$ cat src/hw/rtl/wsfd_pkg.sv
// Shared types and constants for the WebSocket frame decoder.
package wsfd_pkg;

  localparam int MESSAGE_COUNT_BITS = 32;
  localparam int SUM_BITS = 65;

  localparam logic [6:0] LEN_EXT16 = 7'd126;
  localparam logic [6:0] LEN_EXT64 = 7'd127;

  localparam logic [3:0] OP_CONT  = 4'h0;
  localparam logic [3:0] OP_TEXT  = 4'h1;
  localparam logic [3:0] OP_BIN   = 4'h2;
  localparam logic [3:0] OP_CLOSE = 4'h8;
  localparam logic [3:0] OP_PING  = 4'h9;
  localparam logic [3:0] OP_PONG  = 4'hA;

  localparam logic [3:0] EXT16_BYTES = 4'd2;
  localparam logic [3:0] EXT64_BYTES = 4'd8;
  localparam logic [2:0] KEY_BYTES = 3'd4;

  typedef enum logic [2:0] {
    PH_HDR1    = 3'd0,
    PH_HDR2    = 3'd1,
    PH_EXTLEN  = 3'd2,
    PH_KEY     = 3'd3,
    PH_PAYLOAD = 3'd4,
    PH_DISCARD = 3'd5
  } phase_t;

  typedef enum logic [1:0] {
    ST_DATA  = 2'd0,
    ST_EMPTY = 2'd1,
    ST_PROTO = 2'd2,
    ST_BIG   = 2'd3
  } status_t;

  typedef struct packed {
    status_t    status;
    logic [7:0] data_byte;
    logic [3:0] frame_opcode;
    logic       frame_end;
    logic       final_frame;
  } result_t;

endpackage

$ cat src/hw/rtl/wsfd_parser.sv
// Frame parser: header, length, key and payload state with per-byte result.
module wsfd_parser (
  input  logic                  clk,
  input  logic                  rst,
  input  logic                  in_valid,
  input  logic [7:0]            in_byte,
  input  logic                  cfg_write,
  input  logic [31:0]           cfg_limit,
  output logic                  res_valid,
  output wsfd_pkg::result_t     res
);

  localparam int CB = wsfd_pkg::MESSAGE_COUNT_BITS;
  localparam int SB = wsfd_pkg::SUM_BITS;

  wsfd_pkg::phase_t phase, phase_next;
  logic          fin_seen, fin_seen_next;
  logic [3:0]    cur_op, cur_op_next;
  logic          masked, masked_next;
  logic [3:0]    ext_left, ext_left_next;
  logic [63:0]   frame_length, frame_length_next;
  logic [63:0]   bytes_left, bytes_left_next;
  logic [1:0]    key_idx, key_idx_next;
  logic [31:0]   key_word, key_word_next;
  logic [2:0]    key_left, key_left_next;
  logic [CB-1:0] msg_total, msg_total_next;
  logic [31:0]   message_limit;

  logic          proto_bad;
  logic          op_ok;
  logic [63:0]   len_src;
  logic          mask_src;
  logic [SB-1:0] total_w, lim_w, sum_w;
  logic          too_big;
  logic          sum_sat;
  logic [CB-1:0] total_sat;
  logic          known;
  logic          hdr_short;
  logic [7:0]    key_byte;

  assign op_ok = (in_byte[3:0] == wsfd_pkg::OP_CONT)  || (in_byte[3:0] == wsfd_pkg::OP_TEXT) ||
                 (in_byte[3:0] == wsfd_pkg::OP_BIN)   || (in_byte[3:0] == wsfd_pkg::OP_CLOSE) ||
                 (in_byte[3:0] == wsfd_pkg::OP_PING)  || (in_byte[3:0] == wsfd_pkg::OP_PONG);
  assign proto_bad = (in_byte[6:4] != 3'd0) || !op_ok;

  assign hdr_short = (in_byte[6:0] != wsfd_pkg::LEN_EXT16) &&
                     (in_byte[6:0] != wsfd_pkg::LEN_EXT64);
  assign known = ((phase == wsfd_pkg::PH_HDR2) && hdr_short) ||
                 ((phase == wsfd_pkg::PH_EXTLEN) && (ext_left == 4'd1));

  assign len_src  = (phase == wsfd_pkg::PH_HDR2) ? {57'd0, in_byte[6:0]}
                                                 : {frame_length[55:0], in_byte};
  assign mask_src = (phase == wsfd_pkg::PH_HDR2) ? in_byte[7] : masked;

  assign total_w = {{(SB-CB){1'b0}}, msg_total};
  assign lim_w   = {{(SB-32){1'b0}}, message_limit};
  assign sum_w   = total_w + {1'b0, len_src};
  assign too_big = (total_w > lim_w) || (sum_w > lim_w);
  assign sum_sat = (sum_w[SB-1:CB] != '0);
  assign total_sat = sum_sat ? {CB{1'b1}} : sum_w[CB-1:0];

  assign key_byte = (key_idx == 2'd0) ? key_word[31:24] :
                    (key_idx == 2'd1) ? key_word[23:16] :
                    (key_idx == 2'd2) ? key_word[15:8]  : key_word[7:0];

  always_comb begin
    phase_next = phase;
    if (in_valid) begin
      case (phase)
        wsfd_pkg::PH_HDR1: begin
          phase_next = proto_bad ? wsfd_pkg::PH_DISCARD : wsfd_pkg::PH_HDR2;
        end
        wsfd_pkg::PH_HDR2, wsfd_pkg::PH_EXTLEN: begin
          if (known) begin
            if (too_big) phase_next = wsfd_pkg::PH_DISCARD;
            else if (mask_src) phase_next = wsfd_pkg::PH_KEY;
            else if (len_src == 64'd0) phase_next = wsfd_pkg::PH_HDR1;
            else phase_next = wsfd_pkg::PH_PAYLOAD;
          end else begin
            phase_next = wsfd_pkg::PH_EXTLEN;
          end
        end
        wsfd_pkg::PH_KEY: begin
          if (key_left == 3'd1) begin
            phase_next = (frame_length == 64'd0) ? wsfd_pkg::PH_HDR1 : wsfd_pkg::PH_PAYLOAD;
          end
        end
        wsfd_pkg::PH_PAYLOAD: begin
          if (bytes_left == 64'd1) phase_next = wsfd_pkg::PH_HDR1;
        end
        default: phase_next = phase;
      endcase
    end
  end

  always_comb begin
    fin_seen_next     = fin_seen;
    cur_op_next       = cur_op;
    masked_next       = masked;
    ext_left_next     = ext_left;
    frame_length_next = frame_length;
    bytes_left_next   = bytes_left;
    key_idx_next      = key_idx;
    key_word_next     = key_word;
    key_left_next     = key_left;
    msg_total_next    = msg_total;
    res_valid         = 1'b0;
    res.status        = wsfd_pkg::ST_DATA;
    res.data_byte     = 8'd0;
    res.frame_opcode  = cur_op;
    res.frame_end     = 1'b0;
    res.final_frame   = fin_seen;
    if (in_valid) begin
      case (phase)
        wsfd_pkg::PH_HDR1: begin
          fin_seen_next = in_byte[7];
          cur_op_next   = in_byte[3:0];
          key_word_next = 32'd0;
          if (proto_bad) begin
            res_valid        = 1'b1;
            res.status       = wsfd_pkg::ST_PROTO;
            res.frame_opcode = in_byte[3:0];
            res.final_frame  = in_byte[7];
          end
        end
        wsfd_pkg::PH_HDR2, wsfd_pkg::PH_EXTLEN: begin
          if (phase == wsfd_pkg::PH_HDR2) begin
            masked_next = in_byte[7];
            ext_left_next = (in_byte[6:0] == wsfd_pkg::LEN_EXT16) ? wsfd_pkg::EXT16_BYTES
                                                                  : wsfd_pkg::EXT64_BYTES;
            frame_length_next = hdr_short ? len_src : 64'd0;
          end else begin
            ext_left_next     = ext_left - 4'd1;
            frame_length_next = len_src;
          end
          if (known) begin
            if (too_big) begin
              res_valid  = 1'b1;
              res.status = wsfd_pkg::ST_BIG;
            end else begin
              msg_total_next  = total_sat;
              bytes_left_next = len_src;
              key_idx_next    = 2'd0;
              if (mask_src) begin
                key_left_next = wsfd_pkg::KEY_BYTES;
              end else if (len_src == 64'd0) begin
                res_valid     = 1'b1;
                res.status    = wsfd_pkg::ST_EMPTY;
                res.frame_end = 1'b1;
                if (fin_seen) msg_total_next = '0;
              end
            end
          end
        end
        wsfd_pkg::PH_KEY: begin
          key_word_next = {key_word[23:0], in_byte};
          key_left_next = key_left - 3'd1;
          if ((key_left == 3'd1) && (frame_length == 64'd0)) begin
            res_valid     = 1'b1;
            res.status    = wsfd_pkg::ST_EMPTY;
            res.frame_end = 1'b1;
            if (fin_seen) msg_total_next = '0;
          end
        end
        wsfd_pkg::PH_PAYLOAD: begin
          res_valid       = 1'b1;
          res.data_byte   = in_byte ^ key_byte;
          res.frame_end   = (bytes_left == 64'd1);
          bytes_left_next = bytes_left - 64'd1;
          key_idx_next    = key_idx + 2'd1;
          if ((bytes_left == 64'd1) && fin_seen) msg_total_next = '0;
        end
        default: begin
        end
      endcase
    end
  end

  always_ff @(posedge clk) begin
    if (rst) begin
      phase         <= wsfd_pkg::PH_HDR1;
      fin_seen      <= 1'b0;
      cur_op        <= 4'd0;
      masked        <= 1'b0;
      ext_left      <= 4'd0;
      frame_length  <= 64'd0;
      bytes_left    <= 64'd0;
      key_idx       <= 2'd0;
      key_word      <= 32'd0;
      key_left      <= 3'd0;
      msg_total     <= '0;
      message_limit <= 32'hFFFF_FFFF;
    end else begin
      phase        <= phase_next;
      fin_seen     <= fin_seen_next;
      cur_op       <= cur_op_next;
      masked       <= masked_next;
      ext_left     <= ext_left_next;
      frame_length <= frame_length_next;
      bytes_left   <= bytes_left_next;
      key_idx      <= key_idx_next;
      key_word     <= key_word_next;
      key_left     <= key_left_next;
      msg_total    <= msg_total_next;
      if (cfg_write) message_limit <= cfg_limit;
    end
  end

endmodule

$ cat src/hw/rtl/wsfd_out_queue.sv
// Two-entry result register with skid slot.
module wsfd_out_queue (
  input  logic              clk,
  input  logic              rst,
  input  logic              push,
  input  wsfd_pkg::result_t push_data,
  output logic              space,
  output logic              out_valid,
  input  logic              out_ready,
  output wsfd_pkg::result_t out_data
);

  wsfd_pkg::result_t slot0, slot1;
  logic [1:0] count;
  logic       pop;

  assign pop       = out_valid && out_ready;
  assign out_valid = (count != 2'd0);
  assign space     = (count != 2'd2);
  assign out_data  = slot0;

  always_ff @(posedge clk) begin
    if (rst) begin
      count <= 2'd0;
    end else begin
      case ({push, pop})
        2'b11: count <= count;
        2'b10: count <= count + 2'd1;
        2'b01: count <= count - 2'd1;
        default: count <= count;
      endcase
    end
  end

  always_ff @(posedge clk) begin
    case ({push, pop})
      2'b11: begin
        if (count == 2'd1) begin
          slot0 <= push_data;
        end else begin
          slot0 <= slot1;
          slot1 <= push_data;
        end
      end
      2'b10: begin
        if (count == 2'd0) slot0 <= push_data;
        else slot1 <= push_data;
      end
      2'b01: slot0 <= slot1;
      default: begin
      end
    endcase
  end

endmodule

$ cat src/hw/rtl/websocket_frame_decoder.sv
// Top level of the WebSocket frame decoder.
// A result is registered in the output queue before it is presented.
// Throughput: one byte per cycle while the result queue has space; the parser state updates on each accepted byte.
// A two-entry result queue keeps input flowing while one result is stalled.
// Reset (synchronous, rst high) returns to the first header byte, clears the
// message total and the queue, and sets message_limit to all ones.
module websocket_frame_decoder (
  input  logic        clk,
  input  logic        rst,
  input  logic        s_axis_tvalid,
  output logic        s_axis_tready,
  input  logic [7:0]  s_axis_tdata,   // [7:0] stream_byte
  output logic        m_axis_tvalid,
  input  logic        m_axis_tready,
  output logic [15:0] m_axis_tdata,   // [7:0] data_byte, [11:8] frame_opcode, [12] final_frame
  output logic [1:0]  m_axis_tuser,   // [1:0] status
  output logic        m_axis_tlast,   // frame_end
  input  logic        cfg_valid,
  output logic        cfg_ready,
  input  logic [31:0] cfg_data        // message_limit
);

  logic              in_xfer;
  logic              res_valid;
  logic              space;
  wsfd_pkg::result_t res;
  wsfd_pkg::result_t out_res;

  assign s_axis_tready = space;
  assign in_xfer       = s_axis_tvalid && space;
  assign cfg_ready     = 1'b1;

  wsfd_parser u_parser (
    .clk       (clk),
    .rst       (rst),
    .in_valid  (in_xfer),
    .in_byte   (s_axis_tdata),
    .cfg_write (cfg_valid),
    .cfg_limit (cfg_data),
    .res_valid (res_valid),
    .res       (res)
  );

  wsfd_out_queue u_queue (
    .clk       (clk),
    .rst       (rst),
    .push      (res_valid),
    .push_data (res),
    .space     (space),
    .out_valid (m_axis_tvalid),
    .out_ready (m_axis_tready),
    .out_data  (out_res)
  );

  assign m_axis_tdata = {3'd0, out_res.final_frame, out_res.frame_opcode, out_res.data_byte};
  assign m_axis_tuser = out_res.status;
  assign m_axis_tlast = out_res.frame_end;

endmodule
$ cat config.mk
export PLATFORM = sky130hd
export DESIGN_NAME = websocket_frame_decoder
export DESIGN_NICKNAME = d
export VERILOG_FILES = /design/src/hw/rtl/wsfd_pkg.sv /design/src/hw/rtl/wsfd_parser.sv /design/src/hw/rtl/wsfd_out_queue.sv /design/src/hw/rtl/websocket_frame_decoder.sv
export SDC_FILE = /design/constraint.sdc
export NUM_CORES = 1
export LEC_CHECK = 0
export ABC_AREA = 0
export BUFFER_PORTS_ARGS = -buffer_cell sky130_fd_sc_hd__buf_2
export CORE_MARGIN = 8
export CORE_UTILIZATION = 44
export DETAILED_ROUTE_END_ITERATION = 8
export GPL_ROUTABILITY_DRIVEN = 0
export GPL_TIMING_DRIVEN = 0
export PLACE_DENSITY = 0.65
export SLEW_MARGIN = 10
export SYNTH_ARGS = -nofsm -noshare
export SYNTH_HDL_FRONTEND = slang
export SYNTH_HIERARCHICAL = 1
export SYNTH_SLANG_ARGS = --single-unit
$ cat constraint.sdc
create_clock -name clk -period 17.8 [get_ports clk]
set_input_delay 1.78 -clock clk [delete_from_list [all_inputs] [get_ports clk]]
set_output_delay 1.78 -clock clk [all_outputs]
set_load 0.05 [all_outputs]
; ---- After elaboration in Yosys (flattened, before gate mapping)
; Index checks and enable logic that the tools add are counted.
[totals]
reg_bits = 276
output_inout_bits = 22
word_cells = 179
[op_classes]
add_sub_neg = 7
order_cmp = 2
n_eq_ne = 33
mux = 70
bitwise = 1
reduce_logical = 43
[op_table]
columns = operator, n
row1 = $mux 64, 5
row2 = $mux 32, 9
row3 = $logic_not 64->1, 2
row4 = $pmux 64 s2, 1
row5 = $pmux 32 s3, 1
row6 = $mux 16, 5
row7 = $add 32x64->65, 1
row8 = $gt 65x32->1, 1
row9 = $eq 64x1->1 const B, 1
row10 = $pmux 32 s2, 1
row11 = $sub 64x1->64 const B, 1
row12 = $pmux 16 s3, 1
row13 = $mux 3, 11
row14 = $reduce_bool 33->1, 1
row15 = $gt 32x32->1, 1
row16 = $mux 8, 4
row17 = $pmux 16 s2, 1
row18 = $mux 4, 4
row19 = $ne 2x1->1 const B, 8
row20 = $mux 1, 14
row21 = $ne 7x7->1 const B, 2
row22 = $eq 4x4->1 const B, 3
row23 = $mux 2, 6
row24 = $pmux 3 s4, 1
row25 = other kinds (34), 71

; ---- Depth between registers and ports, before layout
[depth]
word_depth = 14
mapped_depth = 36

; ---- By module
; Netlist, hierarchy kept.
[by_module_without_submodules]
columns = module, instances, cells_per_inst, area_each_um2, seq_area_each_um2
row1 = wsfd_parser, 1, 2279, 16942.5, 4844.6
row2 = wsfd_out_queue, 1, 118, 1672.9, 1001.0
row3 = websocket_frame_decoder, 1, 7, 43.8, 0.0

; ---- Least setup slack after synthesis
; No wires, ideal clock.
[synth_path]
path_kind = register to register
startpoint = register u_parser.phase[2]
endpoint = register u_queue/slot1[0] (netlist name), enable pin
setup_time_ns = 0.394
t_arrival_ns = 7.616
path_slack_ns = 9.790
path_stages_with_launch = 30
period_less_slack_ns = 8.010
cell_sequence = dfxtp_1 > buf_4 > or3b_1 > buf_2 > clkbuf_1 > buf_2 > buf_1 > clkbuf_1 > clkbuf_1 > clkbuf_1 > buf_1 > and2_1 > ha_1 > clkbuf_1 > a21oi_1 > o21a_1 > o311a_1 > a2111oi_0 > mux2i_1 > o211ai_1 > or4_1 > or4_1 > nor3_1 > nand2_1 > a211oi_1 > a21boi_0 > ha_1 > buf_6 > buf_6 > a21oi_1
[synth_via]
elab_chain_len = 12
[synth_lines]
columns = element, line
row1 = "start, declared", wsfd_parser.sv:16  ; wsfd_pkg::phase_t phase, phase_next;
row2 = "start signal, assigned", wsfd_parser.sv:181  ; phase <= wsfd_pkg::PH_HDR1;
row3 = "start signal, assigned", wsfd_parser.sv:194  ; phase <= phase_next;
row4 = $eq 3x1->1, --
row5 = $mux 64, wsfd_parser.sv:51  ; assign len_src = (phase == wsfd_pkg::PH_HDR2) ? {57'd0, in_byte[6:0]}
row6 = $add 32x64->65 or $logic_not 64->1 (tied branches), "wsfd_parser.sv:57, wsfd_parser.sv:146"
row7 = $gt 65x32->1 or $mux 1 (tied branches), "wsfd_parser.sv:58, wsfd_parser.sv:146"
row8 = $logic_or 1x1->1 or $mux 1 (tied branches), "wsfd_parser.sv:58, wsfd_parser.sv:144"
row9 = $mux 1, wsfd_parser.sv:137  ; if (too_big) begin
row10 = $mux 1, wsfd_parser.sv:136  ; if (known) begin
row11 = $pmux 1 s4 (*), wsfd_parser.sv:114  ; case (phase)
row12 = $mux 1 (*), wsfd_parser.sv:113  ; if (in_valid) begin
row13 = via res_valid, websocket_frame_decoder.sv:24  ; logic res_valid;
row14 = $eq 2x2->1, wsfd_out_queue.sv:36  ; case ({push, pop})
row15 = $ne 2x2->1 (no line) or $reduce_bool 2->1 (tied branches), --
row16 = $reduce_and 3->1 (no line) (*), --
row17 = "end signal, assigned", wsfd_out_queue.sv:42  ; slot1 <= push_data;
row18 = "end signal, assigned", wsfd_out_queue.sv:47  ; else slot1 <= push_data;
row19 = "end, declared", wsfd_out_queue.sv:13  ; wsfd_pkg::result_t slot0, slot1;
; The timed path passes the listed nets; every way through them passes the cells marked *.
; A chain may end at the register's enable or synchronous reset.

; ---- Worst setup path after layout
[layout_path]
startpoint = register u_parser.phase[2]
endpoint = register u_queue.slot0 (netlist bit u_queue/out_data[6]) (data pin)
[layout_via]
elab_chain_len = 11
[layout_lines]
columns = element, line
row1 = $eq 3x1->1, --
row2 = $mux 64, wsfd_parser.sv:51
row3 = $add 32x64->65 or $logic_not 64->1 (tied branches), "wsfd_parser.sv:57, wsfd_parser.sv:146"
row4 = $gt 65x32->1 or $mux 1 (tied branches), "wsfd_parser.sv:58, wsfd_parser.sv:146"
row5 = $logic_or 1x1->1 or $mux 1 (tied branches), "wsfd_parser.sv:58, wsfd_parser.sv:144"
row6 = $mux 1, wsfd_parser.sv:137
row7 = $mux 1, wsfd_parser.sv:136
row8 = $pmux 1 s4 (*), wsfd_parser.sv:114
row9 = $mux 1 (*), wsfd_parser.sv:113
row10 = via res_valid, websocket_frame_decoder.sv:24
row11 = $eq 2x1->1 or $eq 2x2->1 (tied branches), wsfd_out_queue.sv:36
row12 = $pmux 16 s3 (*), wsfd_out_queue.sv:36
row13 = "end signal, assigned", wsfd_out_queue.sv:39  ; slot0 <= push_data;
row14 = "end signal, assigned", wsfd_out_queue.sv:41  ; slot0 <= slot1;
row15 = "end signal, assigned", wsfd_out_queue.sv:46  ; if (count == 2'd0) slot0 <= push_data;
row16 = "end, declared", wsfd_out_queue.sv:13
; The timed path passes the listed nets; every way through them passes the cells marked *. The select of a mux whose other input is x is not followed.

==> reports/summary.txt <==
CP required: 18.08 ns
clock tree sinks: 276
Setup violations, final: 0
P_leak: 7.95 nW
first-pass GRT wire length: 106 mm
clock latency on the worst-skew pair: 0.56 ns
Worst Hold Class: flip-flop to flip-flop
Starting Density: 44.5%
cts bufs inserted: 34
Core Footprint: 41900 um2
Fillers: 4096
post-synthesis async set-or-reset flop share: 0%
CTS tree: yes
antenna cells: 0
Port Buf Inserts: 60
cell area after layout: 20800 um2
Hold Fails Final Rpt: 0
antenna violations before repair: 0
Overflow after GRT: 0
worst slew pin tran: 1.18 ns
Core Rows: 75
CP Class: flip-flop to flip-flop
Mean Syn Cell Area: 7.76 um2
yosys warns: 6
Root Driver: clkbuf_16
Critical Path Fanout Max: 10
sequential share of the synthesized area: 31.3%
Post CTS Setup Buffer Count: 0
nets@finish: 2661
via count: 19800
Power Dens Cells: 131 nW/um2
type of origin of the critical path: flip-flop
CTS Buffer Depth: 3
CP Capture Type: flip-flop
CP dominant cell by count: a21oi_1
Post-synth EDFFs: 32
Via-to-Cell Ratio: 6.45
Area Growth Syn to Fin: 11.5%
Synth Flop Type: dfxtp_1
vias in the first global route: 18200
Post-DP HPWL: 52.2 mm
Worst path slowest cell: a22oi_1
max_cap viols: 0
post-synthesis register bit count: 276
Die X: 222 um
number of nets still failing antenna checks after routing: 0
cts repair resizes: 0
Mapped Area: 18700 um2
largest stage delay on the critical path: 0.92 ns
Initial DRC Count: 2813
post-synth cell types: 90
TritonRoute pass-1 iters: 6
RSZ-0062 raised after global routing: false
final wirelength: 69.3 mm
Ports: 67
fmax: 0.0818 GHz
DP Area: 19700 um2
fraction of layout cells with a size suffix above 1: 7.84%
mean routed wirelength per cell: 22.6 um
status: completed
CTS clock-pin slew for the worst setup and hold paths: 0.06 ns
die height: 222 um
total global-route track usage: 26.7%
Die Footprint: 49300 um2
peak supply drop: 0.0000753 V
detailed-route DRC error count: 0
Max-slew headroom: 20.9%
Max Slew Vio Count: 0
Post-Syn Instances: 2404
pin count of the biggest net entering global routing: 17
hold_buf cts: 0
H-tree depth: 2
sum of negative setup slack: 0 ns
Tcrit/Tclk final: 68.6%
min cycle time layout: 12.22 ns
WP data arrival: 12.50 ns
clock skew: 0.0140 ns
-- path summary, 6_finish.rpt --
path / slack [ns] / start / cells after the start / endpoint
max: 5.58 / u_parser/phase[2] / 34 / u_queue/out_data[6]
min: 0.45 / u_parser/key_word[24] / 2 / u_parser/key_word[24]
max reg2reg: 5.58 / u_parser/phase[2] / 34 / u_queue/out_data[6]
min reg2reg: 0.45 / u_parser/key_word[24] / 2 / u_parser/key_word[24]
-- per-layer routing --
layer	vias to the layer above	track usage, %	part of all wire [%]
met5	-	0	0
met4	0	15.9	6.1
met3	253	6.31	11
met2	1197	38.7	41
met1	9268	35.7	42
li1	9058	-	-
-- cells by family after synthesis --
kind of cell / Yosys count / synth area share (%)
simple gates: 898 / 23.1
compound gates: 741 / 25.8
flops: 276 / 31.3
buf+inv: 262 / 6.29
fa+ha+maj: 113 / 7.62
mux: 69 / 3.75
xor+xnor: 43 / 2.02
other cells: 2 / 0.0402
-- flip-flops by register name, summed over array words and instances, names as in the netlist, 3 cells and up --
register / count
u_parser/message_limit: 32
u_queue/slot1: 16
u_parser/cur_op: 4
u_parser/key_left: 3
u_queue/out_data: 16
u_parser/frame_length: 64
u_parser/phase: 3
u_parser/ext_left: 4
u_parser/bytes_left: 64
u_parser/msg_total: 32
u_parser/key_word: 32
-- power breakdown --
group | internal [mW] | switching (mW) | total (mW) | leakage (nW)
combinational | 0.357 | 0.884 | 1.24 | 5.09
clock | 0.426 | 0.291 | 0.716 | 0.567
sequential | 0.727 | 0.0446 | 0.772 | 2.29
total | 1.51 | 1.22 | 2.73 | 7.95
-- stage by stage --
stage	total power [mW]	util, %	hold WS (ns)	instances	setup WS, ns
2_1_floorplan	1.62	-	0.432	2406	9.79
3_3_place_gp	1.94	46.8	0.439	3005	5.46
3_5_place_dp	1.97	46.9	0.446	3006	6.20
4_1_cts	2.69	49.6	0.454	3065	6.17
5_1_grt	2.85	49.6	0.475	3065	5.47
6_report	2.73	49.6	0.454	3065	5.58
-- area by class of cell --
class | count | area, um2 | share of cell area (%)
flip-flops and latches | 276 | 5850 | 28.1
inverters | 74 | 278 | 1.33
well taps | 539 | 674 | 3.24
repair buffers | 61 | 312 | 1.50
clock buffers | 50 | 1010 | 4.86
clock inverters | 9 | 143 | 0.685
plain buffers | 188 | 896 | 4.30
multi-input cells | 1868 | 11700 | 56.0
-- cells in the mapped netlist (16+ instances only) --
library cell,number,area share (%)
nand2_1,267,5.4
a21oi_1,248,6.7
dfxtp_1,244,26
nor2_1,231,4.6
clkbuf_1,138,2.8
ha_1,112,7.5
o21ai_0,109,2.9
o211ai_1,83,3.3
inv_1,73,1.5
nand3_1,73,2.0
a22oi_1,62,2.5
mux2i_1,62,3.3
nor3_1,60,1.6
nand4_1,46,1.5
nor4_1,46,1.5
and2_1,44,1.5
edfxtp_1,32,5.1
a21o_1,29,1.2
a31oi_1,28,0.94
xnor2_1,27,1.3
nor2b_1,24,0.80
or3_1,24,0.80
o32ai_1,23,1.1
a221oi_1,20,0.94
o21ai_1,18,0.48
buf_2,16,0.43
xor2_1,16,0.75
-- critical path: cells and delay by family (launching register included) --
| family | cells | cell delay [ns] |
|---|---|---|
| flip-flops | 1 | 0.31 |
| adder cells (fa/ha/maj) | 3 | 0.93 |
| XOR/XNOR | 1 | 0.21 |
| AND/OR/NAND/NOR | 8 | 2.32 |
| buffers and inverters | 11 | 4.11 |
| AO/OA/AOI/OAI | 11 | 4.03 |
-- cell usage in the layout, fill, tap and decap left out, types with 12 or more instances in the layout --
cell / netlist / layout
or4_1: 15 / 15
nor2_1: 231 / 231
nor2b_1: 24 / 24
edfxtp_1: 32 / 32
xnor2_1: 27 / 27
ha_1: 112 / 112
a21oi_1: 248 / 247
clkbuf_1: 138 / 144
a32oi_1: 12 / 12
o21ai_1: 18 / 18
nand3_1: 73 / 73
inv_1: 73 / 73
and2_1: 44 / 44
nor4_1: 46 / 46
nand2_1: 267 / 267
mux2i_1: 62 / 62
xor2_1: 16 / 16
o32ai_1: 23 / 23
or3_1: 24 / 24
a21o_1: 29 / 29
clkbuf_16: 0 / 34
and3_1: 14 / 14
o21a_1: 14 / 14
a211oi_1: 13 / 13
buf_4: 12 / 12
a221oi_1: 20 / 20
a31oi_1: 28 / 28
and4_1: 14 / 14
nor3_1: 60 / 60
dfxtp_1: 244 / 244
buf_2: 16 / 76
o21ai_0: 109 / 108
o211ai_1: 83 / 83
a22oi_1: 62 / 62
nand4_1: 46 / 46
o31ai_1: 15 / 15
Note: power is estimated with default switching activity, not from simulation.
